File: src/rtl/white_blob_column_steer_macros.svh
// Assertion macros for the white blob column steering block.
// Used by the controller; no other dependencies.
`ifndef WHITE_BLOB_COLUMN_STEER_MACROS_SVH
`define WHITE_BLOB_COLUMN_STEER_MACROS_SVH

`ifndef SYNTH
`define WBCS_ASSERT(label, clk, rst_n, prop, msg) \
	label: assert property (@(posedge clk) disable iff (!rst_n) (prop)) else $error(msg);
`define WBCS_NEVER(label, clk, rst_n, expr, msg) \
	label: assert property (@(posedge clk) disable iff (!rst_n) !(expr)) else $error(msg);
`else
`define WBCS_ASSERT(label, clk, rst_n, prop, msg)
`define WBCS_NEVER(label, clk, rst_n, expr, msg)
`endif

`endif

File: src/rtl/wbcs_pkg.sv
// Shared types, constants and helper functions for the white blob column steering block.
// No dependencies.
`default_nettype none

package wbcs_pkg;

	localparam int unsigned MAX_FRAME_PIXELS_DEF = 4194303;
	localparam int unsigned COUNT_HW_MAX         = 4194303;

	localparam int WIDTH_W = 12;
	localparam int COUNT_W = 22;
	localparam int SUM_W   = 34;
	localparam int CHAN_W  = 8;
	localparam int APB_AW  = 3;
	localparam int APB_DW  = 32;

	localparam logic [CHAN_W-1:0]  WHITE_LEVEL   = 8'hFF;
	localparam logic [WIDTH_W-1:0] WIDTH_RESET   = 12'd640;
	// floor(x/3) = (x * 2731) >> 13 for all x below 8192
	localparam logic [WIDTH_W-1:0] THIRD_RECIP   = 12'd2731;
	localparam int                 THIRD_SHIFT   = 13;

	localparam logic [APB_AW-1:0]  REG_IMAGE_WIDTH = 3'd0;

	typedef enum logic [1:0] {
		STEER_STOP  = 2'd0,
		STEER_LEFT  = 2'd1,
		STEER_FWD   = 2'd2,
		STEER_RIGHT = 2'd3
	} steer_t;

	typedef enum logic [1:0] {
		ST_ACCUM,
		ST_THRESH,
		ST_MULT,
		ST_DECIDE
	} ctrl_state_t;

	typedef struct packed {
		logic pix_accept;
		logic calc_thresh;
		logic calc_prod;
		logic load_out;
	} dp_cmd_t;

	function automatic logic [WIDTH_W-1:0] third_floor(input logic [WIDTH_W:0] x);
		logic [WIDTH_W+WIDTH_W:0] prod;
		prod = x * THIRD_RECIP;
		return prod[THIRD_SHIFT +: WIDTH_W];
	endfunction

endpackage

`default_nettype wire

File: src/rtl/wbcs_cfg.sv
// APB-style configuration register file: holds the image width.
// Depends on wbcs_pkg.
`default_nettype none

module wbcs_cfg (
	input  wire logic                          clk,
	input  wire logic                          arst_n,
	input  wire logic                          psel,
	input  wire logic                          penable,
	input  wire logic                          pwrite,
	input  wire logic [wbcs_pkg::APB_AW-1:0]   paddr,
	input  wire logic [wbcs_pkg::APB_DW-1:0]   pwdata,
	output logic      [wbcs_pkg::APB_DW-1:0]   prdata,
	output logic                               pready,
	output logic      [wbcs_pkg::WIDTH_W-1:0]  row_width
);
	import wbcs_pkg::*;

	logic [WIDTH_W-1:0] width_q;
	logic               hit_width;
	logic               wr_en;

	assign hit_width = ({paddr[APB_AW-1:2], 2'b00} == REG_IMAGE_WIDTH);
	assign wr_en     = psel & penable & pwrite & pready;
	assign pready    = 1'b1;

	always_ff @(posedge clk or negedge arst_n) begin
		if (!arst_n) begin
			width_q <= WIDTH_RESET;
		end else if (wr_en && hit_width) begin
			width_q <= pwdata[WIDTH_W-1:0];
		end
	end

	always_comb begin
		prdata = '0;
		if (hit_width) begin
			prdata = {{(APB_DW-WIDTH_W){1'b0}}, width_q};
		end
	end

	assign row_width = width_q;

endmodule

`default_nettype wire

File: src/rtl/wbcs_datapath.sv
// Datapath: column tracking, white pixel accumulation, thresholds, products,
// steering decision and output registers. Depends on wbcs_pkg.
`default_nettype none

module wbcs_datapath #(
	parameter int unsigned MAX_FRAME_PIXELS = wbcs_pkg::MAX_FRAME_PIXELS_DEF
) (
	input  wire logic                          clk,
	input  wire logic                          arst_n,
	input  wire wbcs_pkg::dp_cmd_t             cmd,
	input  wire logic [wbcs_pkg::WIDTH_W-1:0]  row_width,
	input  wire logic [wbcs_pkg::CHAN_W-1:0]   red,
	input  wire logic [wbcs_pkg::CHAN_W-1:0]   green,
	input  wire logic [wbcs_pkg::CHAN_W-1:0]   blue,
	input  wire logic                          end_of_frame,
	output logic      [1:0]                    steer_command,
	output logic      [wbcs_pkg::COUNT_W-1:0]  white_count
);
	import wbcs_pkg::*;

	localparam int unsigned LIMIT_INT =
		(MAX_FRAME_PIXELS < COUNT_HW_MAX) ? MAX_FRAME_PIXELS : COUNT_HW_MAX;
	localparam logic [COUNT_W-1:0] COUNT_LIMIT = LIMIT_INT[COUNT_W-1:0];

	logic [WIDTH_W-1:0] col_q;
	logic [SUM_W-1:0]   sum_q;
	logic [COUNT_W-1:0] cnt_q;
	logic [SUM_W-1:0]   snap_sum_q;
	logic [COUNT_W-1:0] snap_cnt_q;
	logic [WIDTH_W-1:0] t_left_q;
	logic [WIDTH_W-1:0] t_right_q;
	logic [SUM_W-1:0]   prod_left_q;
	logic [SUM_W-1:0]   prod_right_q;
	steer_t             command_q;
	logic [COUNT_W-1:0] count_q;

	logic               hit;
	logic [COUNT_W-1:0] cnt_nxt;
	logic [SUM_W:0]     sum_add;
	logic [SUM_W-1:0]   sum_nxt;
	logic [WIDTH_W:0]   col_inc;
	logic [WIDTH_W-1:0] col_nxt;
	steer_t             command_nxt;

	assign hit = (red == WHITE_LEVEL) && (green == WHITE_LEVEL) && (blue == WHITE_LEVEL)
		&& (cnt_q < COUNT_LIMIT);

	always_comb begin
		cnt_nxt = cnt_q;
		sum_nxt = sum_q;
		sum_add = {1'b0, sum_q} + {{(SUM_W+1-WIDTH_W){1'b0}}, col_q};
		if (hit) begin
			cnt_nxt = cnt_q + {{(COUNT_W-1){1'b0}}, 1'b1};
			sum_nxt = sum_add[SUM_W] ? {SUM_W{1'b1}} : sum_add[SUM_W-1:0];
		end
		col_inc = {1'b0, col_q} + {{WIDTH_W{1'b0}}, 1'b1};
		col_nxt = (col_inc >= {1'b0, row_width}) ? '0 : col_inc[WIDTH_W-1:0];
	end

	always_ff @(posedge clk or negedge arst_n) begin
		if (!arst_n) begin
			col_q <= '0;
			sum_q <= '0;
			cnt_q <= '0;
		end else if (cmd.pix_accept) begin
			if (end_of_frame) begin
				col_q <= '0;
				sum_q <= '0;
				cnt_q <= '0;
			end else begin
				col_q <= col_nxt;
				sum_q <= sum_nxt;
				cnt_q <= cnt_nxt;
			end
		end
	end

	always_ff @(posedge clk) begin
		if (cmd.pix_accept && end_of_frame) begin
			snap_sum_q <= sum_nxt;
			snap_cnt_q <= cnt_nxt;
		end
		if (cmd.calc_thresh) begin
			t_left_q  <= third_floor({1'b0, row_width});
			t_right_q <= third_floor({row_width, 1'b0}) + {{(WIDTH_W-1){1'b0}}, 1'b1};
		end
		if (cmd.calc_prod) begin
			prod_left_q  <= t_left_q * snap_cnt_q;
			prod_right_q <= t_right_q * snap_cnt_q;
		end
		if (cmd.load_out) begin
			command_q <= command_nxt;
			count_q   <= snap_cnt_q;
		end
	end

	// mean < t  <=>  sum < t*cnt ; mean > t2  <=>  sum >= (t2+1)*cnt
	always_comb begin
		if (snap_cnt_q == '0) begin
			command_nxt = STEER_STOP;
		end else if (snap_sum_q < prod_left_q) begin
			command_nxt = STEER_LEFT;
		end else if (snap_sum_q >= prod_right_q) begin
			command_nxt = STEER_RIGHT;
		end else begin
			command_nxt = STEER_FWD;
		end
	end

	assign steer_command = command_q;
	assign white_count   = count_q;

endmodule

`default_nettype wire

File: src/rtl/wbcs_ctrl.sv
// Controller state machine: pixel handshake, end-of-frame decision sequence
// and output beat handshake. Depends on wbcs_pkg and the assertion macros.
`default_nettype none
`include "white_blob_column_steer_macros.svh"

module wbcs_ctrl (
	input  wire logic               clk,
	input  wire logic               arst_n,
	input  wire logic               pixel_valid,
	input  wire logic               end_of_frame,
	output logic                    pixel_stall,
	output logic                    steer_valid,
	input  wire logic               steer_stall,
	output wbcs_pkg::dp_cmd_t       cmd
);
	import wbcs_pkg::*;

	ctrl_state_t state_q;
	ctrl_state_t state_nxt;
	logic        out_valid_q;
	logic        out_free;
	logic        pix_take;

	assign out_free = !out_valid_q || !steer_stall;
	assign pix_take = pixel_valid && (state_q == ST_ACCUM);

	always_comb begin
		state_nxt = state_q;
		case (state_q)
			ST_ACCUM: begin
				if (pix_take && end_of_frame) begin
					state_nxt = ST_THRESH;
				end
			end
			ST_THRESH: state_nxt = ST_MULT;
			ST_MULT:   state_nxt = ST_DECIDE;
			ST_DECIDE: begin
				if (out_free) begin
					state_nxt = ST_ACCUM;
				end
			end
			default:   state_nxt = ST_ACCUM;
		endcase
	end

	always_comb begin
		cmd         = '0;
		pixel_stall = 1'b1;
		case (state_q)
			ST_ACCUM: begin
				pixel_stall    = 1'b0;
				cmd.pix_accept = pix_take;
			end
			ST_THRESH: cmd.calc_thresh = 1'b1;
			ST_MULT:   cmd.calc_prod   = 1'b1;
			ST_DECIDE: cmd.load_out    = out_free;
			default:   cmd             = '0;
		endcase
	end

	always_ff @(posedge clk or negedge arst_n) begin
		if (!arst_n) begin
			state_q     <= ST_ACCUM;
			out_valid_q <= 1'b0;
		end else begin
			state_q     <= state_nxt;
			out_valid_q <= cmd.load_out || (out_valid_q && steer_stall);
		end
	end

	assign steer_valid = out_valid_q;

	`WBCS_ASSERT(a_eof_starts_calc, clk, arst_n, (pixel_valid && !pixel_stall && end_of_frame) |=> (state_q == ST_THRESH), "end-of-frame beat did not start decision")
	`WBCS_ASSERT(a_hold_when_blocked, clk, arst_n, (state_q == ST_DECIDE && out_valid_q && steer_stall) |=> (state_q == ST_DECIDE && out_valid_q), "decision advanced over a stalled result")
	`WBCS_ASSERT(a_result_from_decide, clk, arst_n, $rose(out_valid_q) |-> $past(state_q == ST_DECIDE), "result beat raised outside decision step")
	`WBCS_NEVER(a_no_pixel_in_calc, clk, arst_n, cmd.pix_accept && (state_q != ST_ACCUM), "pixel taken during decision")

endmodule

`default_nettype wire

File: src/rtl/white_blob_column_steer.sv
// White blob column steering, top level.
// Pixel channel: red/green/blue/end_of_frame with pixel_valid, pixel_stall.
// A beat is taken at a rising edge with valid high and stall low.
// Result channel: steer_command/white_count with steer_valid, steer_stall;
// one result beat per frame, on the beat marked end_of_frame.
// Throughput: one pixel per cycle inside a frame. After the end-of-frame beat
// come the threshold, product and compare steps, during which pixel_stall is high;
// the compare step raises the result beat once the result register is free.
// The mean column is never divided out: the sum is compared against the two
// thresholds times the count, each product taken from its own 12x22 multiplier.
// Receiver stall: the result register holds; pixels keep flowing until the next
// frame end, whose decision waits until the held result is taken.
// Reset: accumulators and column clear, no result pending, row width is 640.
// Config: row width at byte address 0 over the APB-style port, to be written
// by the user only while idle (not enforced); it takes effect at the next pixel.
// Depends on wbcs_pkg, wbcs_cfg, wbcs_ctrl, wbcs_datapath.
`default_nettype none

module white_blob_column_steer #(
	parameter int unsigned MAX_FRAME_PIXELS = wbcs_pkg::MAX_FRAME_PIXELS_DEF
) (
	input  wire logic                          clk,
	input  wire logic                          arst_n,
	input  wire logic                          psel,
	input  wire logic                          penable,
	input  wire logic                          pwrite,
	input  wire logic [wbcs_pkg::APB_AW-1:0]   paddr,
	input  wire logic [wbcs_pkg::APB_DW-1:0]   pwdata,
	output logic      [wbcs_pkg::APB_DW-1:0]   prdata,
	output logic                               pready,
	input  wire logic                          pixel_valid,
	output logic                               pixel_stall,
	input  wire logic [wbcs_pkg::CHAN_W-1:0]   red,
	input  wire logic [wbcs_pkg::CHAN_W-1:0]   green,
	input  wire logic [wbcs_pkg::CHAN_W-1:0]   blue,
	input  wire logic                          end_of_frame,
	output logic                               steer_valid,
	input  wire logic                          steer_stall,
	output logic      [1:0]                    steer_command,
	output logic      [wbcs_pkg::COUNT_W-1:0]  white_count
);
	import wbcs_pkg::*;

	logic [WIDTH_W-1:0] row_width;
	dp_cmd_t            cmd;

	wbcs_cfg u_cfg (
		.clk       (clk),
		.arst_n    (arst_n),
		.psel      (psel),
		.penable   (penable),
		.pwrite    (pwrite),
		.paddr     (paddr),
		.pwdata    (pwdata),
		.prdata    (prdata),
		.pready    (pready),
		.row_width (row_width)
	);

	wbcs_ctrl u_ctrl (
		.clk          (clk),
		.arst_n       (arst_n),
		.pixel_valid  (pixel_valid),
		.end_of_frame (end_of_frame),
		.pixel_stall  (pixel_stall),
		.steer_valid  (steer_valid),
		.steer_stall  (steer_stall),
		.cmd          (cmd)
	);

	wbcs_datapath #(
		.MAX_FRAME_PIXELS (MAX_FRAME_PIXELS)
	) u_datapath (
		.clk           (clk),
		.arst_n        (arst_n),
		.cmd           (cmd),
		.row_width     (row_width),
		.red           (red),
		.green         (green),
		.blue          (blue),
		.end_of_frame  (end_of_frame),
		.steer_command (steer_command),
		.white_count   (white_count)
	);

endmodule

`default_nettype wire

File: config.mk
export PLATFORM = sky130hd
export DESIGN_NAME = white_blob_column_steer
export DESIGN_NICKNAME = d
export VERILOG_FILES = /design/src/rtl/wbcs_pkg.sv /design/src/rtl/wbcs_cfg.sv /design/src/rtl/wbcs_datapath.sv /design/src/rtl/wbcs_ctrl.sv /design/src/rtl/white_blob_column_steer.sv
export VERILOG_INCLUDE_DIRS = /design/src /design/src/rtl
export SDC_FILE = /design/constraint.sdc
export NUM_CORES = 2
export LEC_CHECK = 0
export ABC_AREA = 1
export BUFFER_PORTS_ARGS = -buffer_cell sky130_fd_sc_hd__buf_4
export CAP_MARGIN = 20
export CORE_MARGIN = 1.5
export CORE_UTILIZATION = 25
export DETAILED_ROUTE_END_ITERATION = 6
export PLACE_DENSITY = 0.43
export SYNTH_ARGS = -nofsm -noshare
export SYNTH_HDL_FRONTEND = slang
export SYNTH_SLANG_ARGS = --single-unit
File: constraint.sdc
create_clock -name clk -period 5.55 [get_ports clk]
set_input_delay 1.11 -clock clk [delete_from_list [all_inputs] [get_ports clk]]
set_output_delay 1.11 -clock clk [all_outputs]
set_load 0.05 [all_outputs]
# Word level (Yosys, flattened, before mapping)
# Index checks and enable logic that the tools add are counted.
# word_totals
reg_bits,254
latch_bits,0
mem_bits_rw,0
romBits,0
out_inout_bits,59
n_memories,0
# op_classes
n_addsub,4
n_mul,4
div,0
n_lt_le_gt_ge,4
eq_ne,8
shift,0
mux,18
bitwise_logic,3
n_reduce_logical,16
# op_table
cell,count
34-bit 2-to-1 mux,3
"12-bit by 12-bit multiplier with 24-bit output, second input constant",2
22-bit 2-to-1 mux,2
12-bit 2-to-1 mux,3
34-bit by 12-bit adder with 35-bit output,1
34-bit >= comparator,1
34-bit less-than comparator,1
12-bit by 22-bit multiplier with 34-bit output,1
11-bit by 22-bit multiplier with 33-bit output,1
"8-bit == test, second input constant",3
"22-bit by 1-bit adder with 22-bit output, second input constant",1
22-bit logical NOT,1
"22-bit less-than comparator, second input constant",1
"12-bit by 1-bit adder with 13-bit output, second input constant",1
13-bit by 12-bit >= comparator with 1-bit output,1
"12-bit by 1-bit adder with 12-bit output, second input constant",1
1-bit logical AND,8
2-bit case mux with 4 select lines,1
1-bit 2-to-1 mux,7
"2-bit == test, second input constant",2
2-bit 2-to-1 mux,2
1-bit AND,2
"2-bit by 1-bit == test with 1-bit output, second input constant",1
1-bit logical NOT,2
other kinds (7),8

# Longest topological paths before layout
# depth
depth_word,6
ltp_mapped,28

# Modules after synthesis
# From an unflattened synthesis, not the netlist that was laid out.
# hier_totals
hier_cells,4106
area_unflattened_um2,33199.3
# modules_own_cells
mod,instances,cells_per_inst,area_per_inst_um2,seq_area_each_um2
wbcs_datapath,1,3972,32200.9,6806.5
wbcs_cfg,1,104,765.7,302.8
wbcs_ctrl,1,30,232.7,75.1

# Worst setup path before layout
# OpenSTA, ideal clock, no wires.
# synth_timing
path_kind,reg2reg
startpoint,register u_datapath.snap_cnt_q[8]
endpoint,"register u_datapath.prod_right_q[25], data pin"
setup_ns,0.265
arrival_ns,4.865
t_required_ns,5.285
slack_ns,0.420
stages_incl_launch_ff,19
synth_period_minus_slack_ns,5.130
cell_sequence,edfxtp_1 > clkbuf_1 > nand2_1 > fa_1 > inv_1 > fa_1 > fa_1 > fa_1 > inv_1 > fa_1 > inv_1 > ha_1 > nand2_1 > nor2_1 > nand4_1 > o21ai_0 > a21boi_1 > o21ai_0 > xor2_1
# synth_via
elab_chain_cells,1
# synth_lines
item,line,source
start: declaration,wbcs_datapath.sv:29,logic [COUNT_W-1:0] snap_cnt_q;
start signal: assignment,wbcs_datapath.sv:81,snap_cnt_q <= cnt_nxt;
12-bit by 22-bit multiplier with 34-bit output,wbcs_datapath.sv:89,prod_right_q <= t_right_q * snap_cnt_q;
end signal: assignment,wbcs_datapath.sv:89,
end: declaration,wbcs_datapath.sv:33,logic [SUM_W-1:0] prod_right_q;
# No other way between the ends.
# A chain may end at the register's enable or synchronous reset.

# Worst setup path in the final report
# layout_timing
startpoint,register u_datapath.t_left_q[3]
endpoint,"register u_datapath.prod_left_q[27], data pin"
# layout_via
elab_chain_cells,1
# layout_lines
item,line,source
start: declaration,wbcs_datapath.sv:30,logic [WIDTH_W-1:0] t_left_q;
start signal: assignment,wbcs_datapath.sv:84,"t_left_q <= third_floor({1'b0, row_width});"
11-bit by 22-bit multiplier with 33-bit output,wbcs_datapath.sv:88,prod_left_q <= t_left_q * snap_cnt_q;
end signal: assignment,wbcs_datapath.sv:88,
end: declaration,wbcs_datapath.sv:32,logic [SUM_W-1:0] prod_left_q;
# No other way between the ends.

==> results.md <==
Worst hold path:
- The min-delay analysis places its worst path in the category primary input to async pin.

Final layout:
- Once layout is complete, the utilization of the core stands at 29.6%.
- The repair_antennas step left the layout with diodes totalling 0.
- The number of inserted filler cells in the final layout is 14200.
- The share of cells above drive strength 1 is between 10% and 20%.
- The net total in the final layout is 5086.
- Relative to the synthesized area, the layout overhead comes to 17.3%.

Synthesis:
- Measured against the total synthesized area, the mux share comes to 0%.
- Of the total synthesized cell area, the portion taken by AND, OR, NAND and NOR gates is 18.9%.
- The synthesized netlist devotes ~2.7% of its cell area to XOR and XNOR gates.
- The predominant post-synthesis flop cell is sky130_fd_sc_hd__edfxtp_1.
- The area share of the leading cell type in the synthesized netlist is 25.2%.
- Summing the areas of all fa, ha and maj instances in the mapped netlist gives between 30% and 40% of the synthesized area.
- The number of warnings printed during yosys synthesis is 0.
- A synthesized cell averages 8.14 µm².
- Summing the sequential cell areas from Yosys gives 21.5% of the chip area.
- The share of synthesized flip-flops with an asynchronous set or reset is 32.8%.
- Counting distinct cell types in the post-synthesis netlist gives 67.
- By area, the combinational part of the netlist is dominated by adder cells.
- Sorting the synthesized cells by area gives the leading types as sky130_fd_sc_hd__fa_1, sky130_fd_sc_hd__edfxtp_1, sky130_fd_sc_hd__ha_1, sky130_fd_sc_hd__inv_1, sky130_fd_sc_hd__nand2_1.
- sky130_fd_sc_hd__fa_1 takes more of the synthesized area than any other cell.
- The flip-flop and latch count after synthesis is approximately 250.
- The synthesized netlist occupies a cell area of 33300 µm².
- The number of instances in the synthesized netlist is between 4000 and 5000.
- The number of enable flip-flop cells after synthesis is 170.
- The synthesized netlist devotes 6.10% of its cell area to compound gates.

Setup path:
- In this run the worst path has a maximum fanout of 7.
- The worst path required time is 5880 ps.
- STA classifies the critical path endpoint as a flop.
- The worst setup slack for register-to-register paths is 200 ps.
- The classification of the worst setup path is flop to flop.
- The nature of the critical path startpoint is a flop.
- The critical register-to-register path endpoint is u_datapath.prod_left_q[27]$_DFFE_PP_.
- The arrival time of the worst setup path is approximately 5700 ps.
- The count of cells along the worst register-to-register path is 19.
- The worst register-to-register path begins at u_datapath.t_left_q[3]$_DFFE_PN_.

Timing:
- The final count of hold timing violations is 0.
- The worst pin sits at a relative slew slack of 40.5%.
- Dividing the final minimum period by the clock period gives 96.5%.
- Derived from the worst setup path, the maximum achievable clock frequency is 187 MHz.
- Setup repair after global routing could not meet its margin everywhere.
- At the pin with the least slew margin, the transition time is 893 ps.
- The max-slew violation count is 0.
- Across the routed clock network, the largest skew measured is 41.3 ps.
- Setup violations remaining at the end of the flow were counted as 0.
- The time the final worst path needs with I/O delays and setup is 5350 ps.

Route:
- For this run, the detailed router's first-pass iteration total came to 5.
- In the routed design, unresolved DRC markers number 0.
- The via density per instance is 4.32.
- The wire length reported by the detailed router is 101 mm.
- In this run, the number of DRC markers left after iteration 0 of detailed routing was 1286.
- The routed layout has 26200 vias.
- The detail route stage leaves a number of antenna-violating nets equal to 0.
- Dividing the detail-routed wire length by the instance count gives between 15 and 20 µm.

Flow run:
- The max-cap check violation count is 0.

Die:
- The initial core utilization is 25.3%.
- The die is roughly 370 µm tall.
- The die covers 136000 µm².
- between 100 and 150 I/O pins were placed.
- The die width is approximately 370 µm.
- After floorplanning, the core was sized to cover ~130000 µm².
- The number of cell rows is 133.

Global route:
- The global routing usage summed across all routing layers is 15.2%.
- The via count of the first global-routing pass is approximately 27000.
- Entering global routing, the biggest net connects 67 pins.
- For met1 alone, demand over resource in global routing was 21.2%.
- The first global-routing pass estimated roughly 160 mm of wire.
- The number of antenna violations at the first check in global routing is 3.
- The remaining global-route overflow is 0.
- Global routing consumed, on the met3 layer, 1.81% of the routing resources.
- For met2 alone, demand over resource in global routing was roughly a quarter.
- The layer with the highest usage after global routing is met2.

Clocking:
- The number of hold buffers added after CTS is 0.
- After clock tree synthesis, the clock-pin slew on the worst setup and hold paths is approximately 60 ps.
- The clock passes through at most 3 buffers.
- The number of clock sinks is 253.
- The clock reaches the later pin of the worst-skew pair after 600 ps.
- TritonCTS built the clock tree.
- The TritonCTS buffer count is 34.
- The root buffer cell is sky130_fd_sc_hd__clkbuf_16.
- The H-tree generated during clock tree synthesis spans 2 levels.

Run status:
- The flow ran to the end, and the final reports show no timing, DRC or antenna violations.

Placed design:
- Detailed placement finished with a half-perimeter wire length of 80.5 mm.
- At the end of routability-driven placement, the weighted congestion stood at 0.878.
- The number of input and output port buffers inserted is just over 80.
## registers in the layout, indices dropped and copies added, names as in the netlist
| name | cells |
|---|---|
| u_cfg.row_width | 12 |
| u_ctrl.state_q | 2 |
| u_ctrl.steer_valid | 1 |
| u_datapath.cnt_q | 22 |
| u_datapath.col_q | 12 |
| u_datapath.prod_left_q | 33 |
| u_datapath.prod_right_q | 34 |
| u_datapath.snap_cnt_q | 22 |
| u_datapath.snap_sum_q | 34 |
| u_datapath.steer_command | 2 |
| u_datapath.sum_q | 34 |
| u_datapath.t_left_q | 11 |
| u_datapath.t_right_q | 12 |
| u_datapath.white_count | 22 |
## metrics by stage
step	hold WS (ps)	setup slack (ps)	TNS, ps	instances	cell area, µm²
3_3_place_gp	513	20.3	0	5993	37500
2_1_floorplan	477	420	0	4118	33400
4_1_cts	536	36.0	0	6054	38700
3_5_place_dp	525	58.6	0	5993	37500
5_1_grt	571	-52.5	-52.5	6058	39100
6_report	535	196	0	6058	39100
## synth_stat cells, types with 13 or more instances
| master | count |
|---|---|
| sky130_fd_sc_hd__xnor2_1 | 26 |
| sky130_fd_sc_hd__nor4_1 | 21 |
| sky130_fd_sc_hd__nor3_1 | 33 |
| sky130_fd_sc_hd__o21ai_1 | 40 |
| sky130_fd_sc_hd__nand3_2 | 13 |
| sky130_fd_sc_hd__xor2_1 | 75 |
| sky130_fd_sc_hd__nand2_1 | 1009 |
| sky130_fd_sc_hd__nand3_1 | 99 |
| sky130_fd_sc_hd__buf_4 | 24 |
| sky130_fd_sc_hd__inv_1 | 1018 |
| sky130_fd_sc_hd__ha_1 | 321 |
| sky130_fd_sc_hd__clkbuf_1 | 103 |
| sky130_fd_sc_hd__o22ai_1 | 25 |
| sky130_fd_sc_hd__dfrtp_1 | 81 |
| sky130_fd_sc_hd__o21ai_0 | 83 |
| sky130_fd_sc_hd__edfxtp_1 | 170 |
| sky130_fd_sc_hd__a21oi_1 | 148 |
| sky130_fd_sc_hd__nand4_1 | 61 |
| sky130_fd_sc_hd__fa_1 | 420 |
| sky130_fd_sc_hd__nor2_1 | 178 |
## timing repair
item,CTS,global route
gates resized for setup,0,79
setup buffers,0,4
setup endpoints to repair,0,31
## critical path, cell delays in order (launching register included)
cell                       delay [ps]
sky130_fd_sc_hd__edfxtp_1         420
sky130_fd_sc_hd__buf_4            200
sky130_fd_sc_hd__buf_12           140
sky130_fd_sc_hd__nand2_1           90
sky130_fd_sc_hd__fa_2             470
sky130_fd_sc_hd__fa_1             490
sky130_fd_sc_hd__fa_1             510
sky130_fd_sc_hd__inv_1             60
sky130_fd_sc_hd__fa_1             560
sky130_fd_sc_hd__inv_1             60
sky130_fd_sc_hd__fa_1             540
sky130_fd_sc_hd__inv_1             50
sky130_fd_sc_hd__ha_1             200
sky130_fd_sc_hd__a21oi_1          260
sky130_fd_sc_hd__o21ai_0          170
sky130_fd_sc_hd__a21oi_2          220
sky130_fd_sc_hd__o21ai_2          100
sky130_fd_sc_hd__a21oi_1          270
sky130_fd_sc_hd__o21ai_2          110
sky130_fd_sc_hd__xor2_2           170
## cell usage in the layout, fill, tap and decap left out, types with 47 or more instances in the layout
cell,n
sky130_fd_sc_hd__buf_12,47
sky130_fd_sc_hd__a21oi_1,128
sky130_fd_sc_hd__fa_1,416
sky130_fd_sc_hd__dfrtp_1,81
sky130_fd_sc_hd__nand3_1,97
sky130_fd_sc_hd__o21ai_0,76
sky130_fd_sc_hd__nand2_1,1006
sky130_fd_sc_hd__ha_1,306
sky130_fd_sc_hd__buf_4,213
sky130_fd_sc_hd__nor2_1,175
sky130_fd_sc_hd__inv_1,1017
sky130_fd_sc_hd__nand4_1,61
sky130_fd_sc_hd__edfxtp_1,170
sky130_fd_sc_hd__xor2_1,69
## cells by family after synthesis
kind of cell    Yosys count
fa+ha+maj               741
xor+xnor                102
other cells               2
flops                   253
buf+inv                1165
compound gates          356
simple gates           1480
## final cells by class
class | instances | area, µm² | share of cell area (%)
multi-input cells | 2700 | 22100 | 56.5
clock buffers | 43 | 895 | 2.29
well taps | 1755 | 2200 | 5.61
flip-flops and latches | 253 | 7180 | 18.4
clock inverters | 18 | 304 | 0.777
repair buffers | 263 | 2570 | 6.58
inverters | 1026 | 3850 | 9.85
## per-layer routing
layer,vias to the layer above,share of wire (%)
li1,12800,-
met1,12900,47
met2,424,47
met3,98,3.8
met4,0,2.2
met5,-,0
## how the worst max path moves through the flow
stage                                       start                                     to  slack [ps]  depth (start not counted)
2_1_floorplan  u_datapath.snap_cnt_q[8]$_DFFE_PP_  u_datapath.prod_right_q[25]$_DFFE_PP_         420                         18
3_3_place_gp    u_datapath.t_left_q[10]$_DFFE_PN_   u_datapath.prod_left_q[20]$_DFFE_PP_          20                         20
3_5_place_dp    u_datapath.t_left_q[10]$_DFFE_PN_   u_datapath.prod_left_q[20]$_DFFE_PP_          60                         20
4_1_cts         u_datapath.t_left_q[10]$_DFFE_PN_   u_datapath.prod_left_q[20]$_DFFE_PP_          40                         20
5_1_grt          u_datapath.t_left_q[9]$_DFFE_PN_   u_datapath.prod_left_q[24]$_DFFE_PP_         -50                         23
6_report         u_datapath.t_left_q[3]$_DFFE_PN_   u_datapath.prod_left_q[27]$_DFFE_PP_         200                         19
Power is not shown: default switching activity piles up to over one toggle a cycle in this logic, so the estimate is an artifact.
